**src/hw/rtl/pcrc_pkg.sv**
```systemverilog
`default_nettype none
// ----------------------------------------------------------------------------
// pcrc_pkg
// Shared types, register map and width helpers for the programmable CRC unit.
// ----------------------------------------------------------------------------
package pcrc_pkg;

	localparam int MAX_POLY_WIDTH = 32;

	// register map (index = paddr[4:2])
	localparam logic [2:0] REG_INIT_VALUE     = 3'd0;
	localparam logic [2:0] REG_POLYNOMIAL     = 3'd1;
	localparam logic [2:0] REG_POLY_WIDTH_SEL = 3'd2;
	localparam logic [2:0] REG_REVERSE_INPUT  = 3'd3;
	localparam logic [2:0] REG_REVERSE_OUTPUT = 3'd4;

	// polynomial width select
	localparam logic [1:0] WSEL_32 = 2'd0;
	localparam logic [1:0] WSEL_16 = 2'd1;
	localparam logic [1:0] WSEL_8  = 2'd2;
	localparam logic [1:0] WSEL_7  = 2'd3;

	// input reversal
	localparam logic [1:0] RIN_NONE = 2'd0;
	localparam logic [1:0] RIN_BYTE = 2'd1;
	localparam logic [1:0] RIN_HALF = 2'd2;
	localparam logic [1:0] RIN_WORD = 2'd3;

	// item function
	localparam logic FUNC_RESTART = 1'b0;
	localparam logic FUNC_FEED    = 1'b1;

	// access size
	localparam logic [1:0] ACC_BYTE = 2'd0;
	localparam logic [1:0] ACC_HALF = 2'd1;
	localparam logic [1:0] ACC_WORD = 2'd2;

	typedef struct packed {
		logic [31:0] init_value;
		logic [31:0] polynomial;
		logic [1:0]  poly_width_sel;
		logic [1:0]  reverse_input;
		logic        reverse_output;
	} pcrc_cfg_t;

	function automatic logic [5:0] poly_bits(input logic [1:0] sel);
		logic [5:0] n;
		case (sel)
			WSEL_32: n = 6'd32;
			WSEL_16: n = 6'd16;
			WSEL_8:  n = 6'd8;
			default: n = 6'd7;
		endcase
		if (n > 6'(MAX_POLY_WIDTH))
			n = 6'(MAX_POLY_WIDTH);
		return n;
	endfunction

	function automatic logic [31:0] poly_mask(input logic [5:0] n);
		logic [31:0] m;
		if (n >= 6'd32)
			m = 32'hFFFF_FFFF;
		else
			m = (32'd1 << n) - 32'd1;
		return m;
	endfunction

endpackage : pcrc_pkg
`default_nettype wire

```
**src/hw/rtl/pcrc_regs.sv**
```systemverilog
`default_nettype none
// ----------------------------------------------------------------------------
// pcrc_regs
// APB register file: init value, polynomial, width select and reversal modes.
// ----------------------------------------------------------------------------
module pcrc_regs (
	input  wire logic              clk,
	input  wire logic              arst_n,
	input  wire logic              psel,
	input  wire logic              penable,
	input  wire logic              pwrite,
	input  wire logic [4:0]        paddr,
	input  wire logic [31:0]       pwdata,
	output logic      [31:0]       prdata,
	output logic                   pready,
	output pcrc_pkg::pcrc_cfg_t    cfg
);
	import pcrc_pkg::*;

	pcrc_cfg_t  cfg_q;
	logic       wr_en;
	logic [2:0] idx;

	assign pready = 1'b1;
	assign idx    = paddr[4:2];
	assign wr_en  = psel && penable && pwrite && pready;
	assign cfg    = cfg_q;

	always_ff @(posedge clk or negedge arst_n) begin
		if (!arst_n) begin
			cfg_q.init_value     <= 32'hFFFF_FFFF;
			cfg_q.polynomial     <= 32'h04C1_1DB7;
			cfg_q.poly_width_sel <= WSEL_32;
			cfg_q.reverse_input  <= RIN_NONE;
			cfg_q.reverse_output <= 1'b0;
		end else if (wr_en) begin
			unique case (idx)
				REG_INIT_VALUE:     cfg_q.init_value     <= pwdata;
				REG_POLYNOMIAL:     cfg_q.polynomial     <= pwdata;
				REG_POLY_WIDTH_SEL: cfg_q.poly_width_sel <= pwdata[1:0];
				REG_REVERSE_INPUT:  cfg_q.reverse_input  <= pwdata[1:0];
				REG_REVERSE_OUTPUT: cfg_q.reverse_output <= pwdata[0];
				default: ;
			endcase
		end
	end

	always_comb begin
		unique case (idx)
			REG_INIT_VALUE:     prdata = cfg_q.init_value;
			REG_POLYNOMIAL:     prdata = cfg_q.polynomial;
			REG_POLY_WIDTH_SEL: prdata = {30'd0, cfg_q.poly_width_sel};
			REG_REVERSE_INPUT:  prdata = {30'd0, cfg_q.reverse_input};
			REG_REVERSE_OUTPUT: prdata = {31'd0, cfg_q.reverse_output};
			default:            prdata = 32'd0;
		endcase
	end

endmodule : pcrc_regs
`default_nettype wire

```
**src/hw/rtl/pcrc_core.sv**
```systemverilog
`default_nettype none
// ----------------------------------------------------------------------------
// pcrc_core
// Byte-serial CRC engine: one shared 8-bit shift/XOR unit stepped by a small
// sequencer, plus an output register toward the result stream.
// ----------------------------------------------------------------------------
module pcrc_core (
	input  wire logic                   clk,
	input  wire logic                   arst_n,
	input  wire pcrc_pkg::pcrc_cfg_t    cfg,
	input  wire logic                   in_valid,
	output logic                        in_ready,
	input  wire logic                   in_func,
	input  wire logic [31:0]            in_data,
	input  wire logic [1:0]             in_size,
	output logic                        out_valid,
	input  wire logic                   out_ready,
	output logic      [31:0]            out_crc
);
	import pcrc_pkg::*;

	typedef enum logic [1:0] {S_IDLE, S_RUN, S_HOLD} state_t;

	state_t      state_q;
	logic [31:0] crc_q;
	logic [31:0] data_q;
	logic [1:0]  cnt_q;
	logic        out_valid_q;
	logic [31:0] out_crc_q;

	logic [5:0]  n_bits;
	logic [31:0] mask;
	logic [4:0]  fb_idx;
	logic [31:0] poly;
	logic [1:0]  size_eff;
	logic [1:0]  unit_eff;
	logic [31:0] din_masked;
	logic [31:0] din_rev;
	logic [31:0] din_aligned;
	logic [1:0]  nbytes_m1;
	logic [31:0] crc_step;
	logic [31:0] crc_rd;
	logic        accept;
	logic        out_free;

	function automatic logic [31:0] rev32(input logic [31:0] v);
		logic [31:0] r;
		for (int i = 0; i < 32; i++)
			r[i] = v[31-i];
		return r;
	endfunction

	// one byte through the shift register, MSB first
	function automatic logic [31:0] crc_byte(
		input logic [31:0] c_in,
		input logic [7:0]  b,
		input logic [31:0] p,
		input logic [31:0] m,
		input logic [4:0]  fbi
	);
		logic [31:0] c;
		logic        fb;
		c = c_in;
		for (int i = 7; i >= 0; i--) begin
			fb = c[fbi] ^ b[i];
			c  = (c << 1) & m;
			if (fb)
				c = c ^ p;
		end
		return c;
	endfunction

	assign n_bits = poly_bits(cfg.poly_width_sel);
	assign mask   = poly_mask(n_bits);
	assign fb_idx = 5'(n_bits - 6'd1);
	assign poly   = cfg.polynomial & mask;

	// access size three counts as a word
	assign size_eff = (in_size == ACC_BYTE) ? ACC_BYTE :
	                  (in_size == ACC_HALF) ? ACC_HALF : ACC_WORD;

	always_comb begin
		case (size_eff)
			ACC_BYTE: begin
				din_masked = in_data & 32'h0000_00FF;
				nbytes_m1  = 2'd0;
			end
			ACC_HALF: begin
				din_masked = in_data & 32'h0000_FFFF;
				nbytes_m1  = 2'd1;
			end
			default: begin
				din_masked = in_data;
				nbytes_m1  = 2'd3;
			end
		endcase
	end

	// reversal unit clamped to the access width; upper bits are zero already
	always_comb begin
		unit_eff = 2'(cfg.reverse_input - 2'd1);
		if (unit_eff > size_eff)
			unit_eff = size_eff;
		din_rev = din_masked;
		if (cfg.reverse_input != RIN_NONE) begin
			case (unit_eff)
				ACC_BYTE: begin
					for (int k = 0; k < 4; k++)
						din_rev[8*k +: 8] = 8'(rev32({24'd0, din_masked[8*k +: 8]}) >> 24);
				end
				ACC_HALF: begin
					for (int k = 0; k < 2; k++)
						din_rev[16*k +: 16] =
							16'(rev32({16'd0, din_masked[16*k +: 16]}) >> 16);
				end
				default: din_rev = rev32(din_masked);
			endcase
		end
	end

	// first byte to feed sits at [31:24]
	always_comb begin
		case (size_eff)
			ACC_BYTE: din_aligned = din_rev << 24;
			ACC_HALF: din_aligned = din_rev << 16;
			default:  din_aligned = din_rev;
		endcase
	end

	assign crc_step = crc_byte(crc_q, data_q[31:24], poly, mask, fb_idx);
	assign crc_rd   = cfg.reverse_output ? (rev32(crc_q & mask) >> (6'd32 - n_bits))
	                                     : (crc_q & mask);

	assign in_ready  = (state_q == S_IDLE);
	assign accept    = in_valid && in_ready;
	assign out_free  = !out_valid_q || out_ready;
	assign out_valid = out_valid_q;
	assign out_crc   = out_crc_q;

	always_ff @(posedge clk or negedge arst_n) begin
		if (!arst_n) begin
			state_q     <= S_IDLE;
			crc_q       <= 32'hFFFF_FFFF;
			data_q      <= 32'd0;
			cnt_q       <= 2'd0;
			out_valid_q <= 1'b0;
			out_crc_q   <= 32'd0;
		end else begin
			if ((state_q == S_HOLD) && out_free)
				out_valid_q <= 1'b1;
			else if (out_ready)
				out_valid_q <= 1'b0;
			unique case (state_q)
				S_IDLE: begin
					if (accept) begin
						if (in_func == FUNC_RESTART) begin
							crc_q   <= cfg.init_value & mask;
							state_q <= S_HOLD;
						end else begin
							crc_q   <= crc_q & mask;
							data_q  <= din_aligned;
							cnt_q   <= nbytes_m1;
							state_q <= S_RUN;
						end
					end
				end
				S_RUN: begin
					crc_q  <= crc_step;
					data_q <= data_q << 8;
					cnt_q  <= cnt_q - 2'd1;
					if (cnt_q == 2'd0)
						state_q <= S_HOLD;
				end
				S_HOLD: begin
					if (out_free) begin
						out_crc_q <= crc_rd;
						state_q   <= S_IDLE;
					end
				end
				default: state_q <= S_IDLE;
			endcase
		end
	end

endmodule : pcrc_core
`default_nettype wire

```
**src/hw/rtl/programmable_crc_unit.sv**
```systemverilog
`default_nettype none
// ----------------------------------------------------------------------------
// programmable_crc_unit
// CRC peripheral with programmable polynomial, width and bit reversal.
//
//   channel  dir  handshake            payload
//   s_*      in   s_tvalid/s_tready    s_tuser=func, s_tdata=data_word,size
//   m_*      out  m_tvalid/m_tready    m_tdata=crc_value
//   apb      in   psel/penable/pready  5 registers at 4*i
//
// A restart loads the init value and goes straight to the hold state; a
// feed first runs each byte of the access through the shared unit, which
// folds one byte per cycle. s_tready is low from accept until the result
// is in the output register; a stalled result holds off the next item
// only while the engine waits on it.
// Reset is asynchronous; the CRC register resets to all ones.
// ----------------------------------------------------------------------------
module programmable_crc_unit (
	input  wire logic        clk,
	input  wire logic        arst_n,
	input  wire logic        s_tvalid,
	output logic             s_tready,
	input  wire logic [39:0] s_tdata,   // [31:0] data_word, [33:32] access_size
	input  wire logic        s_tuser,   // [0] func
	output logic             m_tvalid,
	input  wire logic        m_tready,
	output logic      [31:0] m_tdata,   // [31:0] crc_value
	input  wire logic        psel,
	input  wire logic        penable,
	input  wire logic        pwrite,
	input  wire logic [4:0]  paddr,
	input  wire logic [31:0] pwdata,
	output logic      [31:0] prdata,
	output logic             pready
);
	import pcrc_pkg::*;

	pcrc_cfg_t cfg;

	pcrc_regs u_regs (
		.clk     (clk),
		.arst_n  (arst_n),
		.psel    (psel),
		.penable (penable),
		.pwrite  (pwrite),
		.paddr   (paddr),
		.pwdata  (pwdata),
		.prdata  (prdata),
		.pready  (pready),
		.cfg     (cfg)
	);

	pcrc_core u_core (
		.clk       (clk),
		.arst_n    (arst_n),
		.cfg       (cfg),
		.in_valid  (s_tvalid),
		.in_ready  (s_tready),
		.in_func   (s_tuser),
		.in_data   (s_tdata[31:0]),
		.in_size   (s_tdata[33:32]),
		.out_valid (m_tvalid),
		.out_ready (m_tready),
		.out_crc   (m_tdata)
	);

endmodule : programmable_crc_unit
`default_nettype wire

```
**config.mk**
```make
export PLATFORM = sky130hd
export DESIGN_NAME = programmable_crc_unit
export DESIGN_NICKNAME = d
export VERILOG_FILES = /design/src/hw/rtl/pcrc_pkg.sv /design/src/hw/rtl/pcrc_regs.sv /design/src/hw/rtl/pcrc_core.sv /design/src/hw/rtl/programmable_crc_unit.sv
export SDC_FILE = /design/constraint.sdc
export NUM_CORES = 1
export LEC_CHECK = 0
export BUFFER_PORTS_ARGS = -buffer_cell sky130_fd_sc_hd__clkbuf_2
export CORE_ASPECT_RATIO = 0.75
export CORE_MARGIN = 2
export CORE_UTILIZATION = 45
export DETAILED_ROUTE_END_ITERATION = 12
export PLACE_DENSITY_LB_ADDON = 0.15
export SKIP_CTS_REPAIR_TIMING = 1
export SLEW_MARGIN = 30
export SYNTH_ARGS = -nofsm -noshare
export SYNTH_HDL_FRONTEND = slang
export SYNTH_SLANG_ARGS = --single-unit
```
**constraint.sdc**
```tcl
create_clock -name clk -period 14.3 [get_ports clk]
set_input_delay 0.715 -clock clk [delete_from_list [all_inputs] [get_ports clk]]
set_output_delay 0.715 -clock clk [all_outputs]
set_load 0.01 [all_outputs]
```
==> results <==
- The flow ran to the end, and the final reports show no timing, DRC or antenna violations.
- The synthesized design contains 170 register bits.
- The count of buffers from port buffering is 142.
- By area the synthesized netlist is led by dfrtp_1 15%, dfstp_2 13%, nand2_1 8.4%.
- The final clock skew is 10.8 ps.
- The maximum frequency from static timing analysis is 103 MHz.
- The repair_antennas step left the layout with diodes totalling 0.
- The main combinational cell family by area after synthesis is compound AO/OA/AOI/OAI gates.
- The worst setup path is of the reg2reg kind.
- The worst reg-to-reg path cell count is 29.
- The complex-gate fraction of the synthesized area is 0.219.
- Entering global routing, the biggest net connects 68 pins.
- The final period demand of the worst path is 9720 ps.
- The CTS tree is yes.
- Global routing finished with a remaining overflow of 0.
- The layout has 3319 filler cells.
- The synthesized netlist occupies a cell area of 0.0152 mm2.
- The actual slew at the worst max-slew pin is 959 ps.
- The first routing iteration left 1376 violations.
- The number of buffers between clock root and the deepest sink is 2.
- Max-cap violations in this run came to 0.
- The number of nets in the layout is 2050.
- The routed design has 53.1 mm of wire.
- The die is 163 um tall.
- The synthesized design spends more area on one cell type than any other, namely dfrtp_1.
- The top-level I/O count is 152.
- The mean routed wirelength per cell is 21.9 um.
- The clock net sink count is 170.
- The synthesized area per cell is 7.83 um2.
- The total nets after synthesis is 2034.
- Counting flops with a built-in enable in the synthesized netlist gives 0.
- The final count of hold timing violations is 0.
- The nature of the critical path endpoint is a flip-flop.
- The worst max-slew margin expressed relative to the limit is 0.361.
- The largest single stage delay on the critical path is 690 ps.
- Synthesis instantiated 96 different standard cells from the library.
- Detailed placement finished with a half-perimeter wire length of 37.1 mm.
- Across every metal layer, demand over resource in global routing totals 0.299.
- The final worst hold slack is 173 ps.
- The xor and xnor area share after synthesis is 0.117.
- The required time of the worst setup path is 14660 ps.
- For this run, the detailed router's first-pass iteration total came to 6.
- The die area is 0.0353 mm2.
- The global placement routability congestion is 0.915.
- Together, buffers and inverters on the worst path number 3.
- The clock tree synthesis step divided the H-tree into 4 levels.
- The startpoint type of the worst setup path is a flip-flop.
- The number of max-slew violations in the final report is 0.
- Counting the buffers created by CTS gives 17.
- Clock tree synthesis selected as its root buffer the cell clkbuf_16.
- Setup repair after global routing left no endpoint under its margin.
- On the critical path the largest part of the delay comes from compound AO/OA/AOI/OAI gates.
- The min-delay analysis places its worst path in the category in2async.
- Summing over every cut layer, the via total after detailed routing is 15000.
- The area fraction of the dominant cell type after synthesis is 0.151.
- Of the total synthesized cell area, the portion taken by AND, OR, NAND and NOR gates is 0.219.
- The clock reaches the later pin of the worst-skew pair after 460 ps.
- The critical path data arrival time is 10080 ps.
- The reg-to-reg endpoint is u_core.crc_q[9].
- The portion of netlist area occupied by mux cells is 0.103.
- The share of the Yosys chip area taken by registers is 0.286.
- After detailed routing, the number of remaining DRC violations is 0.
- The synthesis warning total is 0.
- The count of antenna-violating nets left after detailed routing is 0.
- After floorplanning, the core was sized to cover 0.0334 mm2.
- The predominant post-synthesis flop cell is dfrtp_1.
- In this run the horizontal extent of the chip is 216 um.
- Using the TritonRoute via totals, the vias-per-cell ratio works out to 6.20.
- Dividing the final minimum period by the clock period gives 0.680.
- The setup total negative slack is 0 ps.
- In the synthesized netlist the async set-or-reset flop fraction comes to 1.00.
- The share of cells above drive strength 1 is 0.204.
- The number of failing setup endpoints in the final timing report is 0.
- The via count of the first global-routing pass is 13500.
- The effective utilization at floorplan is 0.456.
- The number of instances in the synthesized netlist is 1944.
- The first global-routing pass estimated 81.5 mm of wire.
- Compared with the post-synthesis result, the final layout area differs by 9.55%.
- The clock-pin slew on the worst setup and hold paths is 70 ps.
- The floorplan has 58 rows.
- In this run the critical register-to-register path is launched from u_regs.cfg[3].
- Of the total synthesized cell area, the portion taken by full adders, half adders and majority gates is 0.00411.
- The largest fanout on the critical path is 39.
- The slowest stage of the critical path is the o31ai_1 cell.
- The worst reg-to-reg setup slack is 4580 ps.
- The number of antenna violations at the first check in global routing is 0.
==> state kept, by name, indices dropped and copies added, names as in the netlist <==
name,count
u_regs.cfg,69
u_core.crc_q,32
u_core.data_q,32
u_core.out_crc,32
u_core.cnt_q,2
u_core.state_q,2
u_core.out_valid,1
==> worst max path at each step <==
| stage | start | cells past startpoint | slack [ps] | to |
|---|---|---|---|---|
| finish | u_regs.cfg[3] | 29 | 4580 | u_core.crc_q[9] |
| global route | u_regs.cfg[3] | 29 | 4040 | u_core.crc_q[7] |
| CTS | u_regs.cfg[3] | 29 | 4790 | u_core.crc_q[13] |
| detailed placement | u_regs.cfg[3] | 29 | 4850 | u_core.crc_q[13] |
| global placement | u_regs.cfg[3] | 29 | 4960 | u_core.crc_q[13] |
| floorplan | u_regs.cfg[3] | 30 | 7120 | u_core.crc_q[12] |
==> per-stage QoR <==
| stage | utilization | cells | setup slack [ps] | cell area [um2] |
|---|---|---|---|---|
| floorplan | - | 1944 | 7120 | 15200 |
| global placement | 0.482 | 2391 | 4960 | 16100 |
| detailed placement | 0.482 | 2391 | 4850 | 16100 |
| CTS | 0.499 | 2423 | 4790 | 16700 |
| global route | 0.499 | 2423 | 4040 | 16700 |
| finish | 0.499 | 2423 | 4580 | 16700 |
==> cell usage in the layout, fill, tap and decap left out, types with 15 or more instances in the layout <==
cell       synthesis  routed
dfrtp_1           92      90
nand2_1          341     340
dfstp_2           78      78
mux2_2            64      64
o31ai_1           27      27
clkbuf_2           0     141
and3_1            48      48
xor2_1            51      50
a221oi_1          21      21
o21ai_0          129     129
a22o_1            31      31
nor2_1           136     135
xnor2_1          144     142
clkbuf_16          0      17
a31oi_1           19      18
buf_4              7      28
a21oi_1          132     131
mux2i_1           68      68
nor3_1            52      51
o211ai_1          15      15
nand3_1           50      50
inv_1             23      23
a211oi_1          36      36
==> cells by family after synthesis <==
family          after synthesis
other cells                   1
flops                       170
compound gates              504
mux                         141
simple gates                726
buf+inv                     198
xor+xnor                    199
fa+ha+maj                     5
==> cell usage after synthesis (8+ instances only) <==
cell      count
a22o_1       31
inv_1        23
a211oi_1     36
dfrtp_1      92
nand2_1     341
nor2b_1       8
buf_1        23
nor4_1       14
mux2_2       64
clkbuf_1    136
xnor2_1     144
and2_1       13
and3_1       48
a21oi_1     132
o221ai_1     12
o21ai_0     129
or2_1        11
a221oi_1     21
nand3_1      50
mux2i_1      68
xor2_1       51
dfstp_2      78
nor2_1      136
nor3_1       52
a31oi_1      19
o31ai_1      27
o211ai_1     15
==> per-layer routing <==
metal | global-route usage | wire (um)
met5 | 0 | 0
met4 | 0.0922 | 1250
met3 | 0.0631 | 5150
met2 | 0.424 | 21700
met1 | 0.451 | 25000
==> layout make-up <==
| class | count | area [um2] | area share |
|---|---|---|---|
| repair buffers | 170 | 927 | 0.0556 |
| inverters | 25 | 93.8 | 0.00563 |
| clock buffers | 23 | 468 | 0.0281 |
| clock inverters | 9 | 91.3 | 0.00548 |
| well taps | 450 | 563 | 0.0338 |
| flip-flops and latches | 170 | 4360 | 0.261 |
| multi-input cells | 1576 | 10200 | 0.610 |
Power is left out: the tool's default activity adds up to more than one toggle a clock period on the data nets, which glitch-free logic cannot reach.
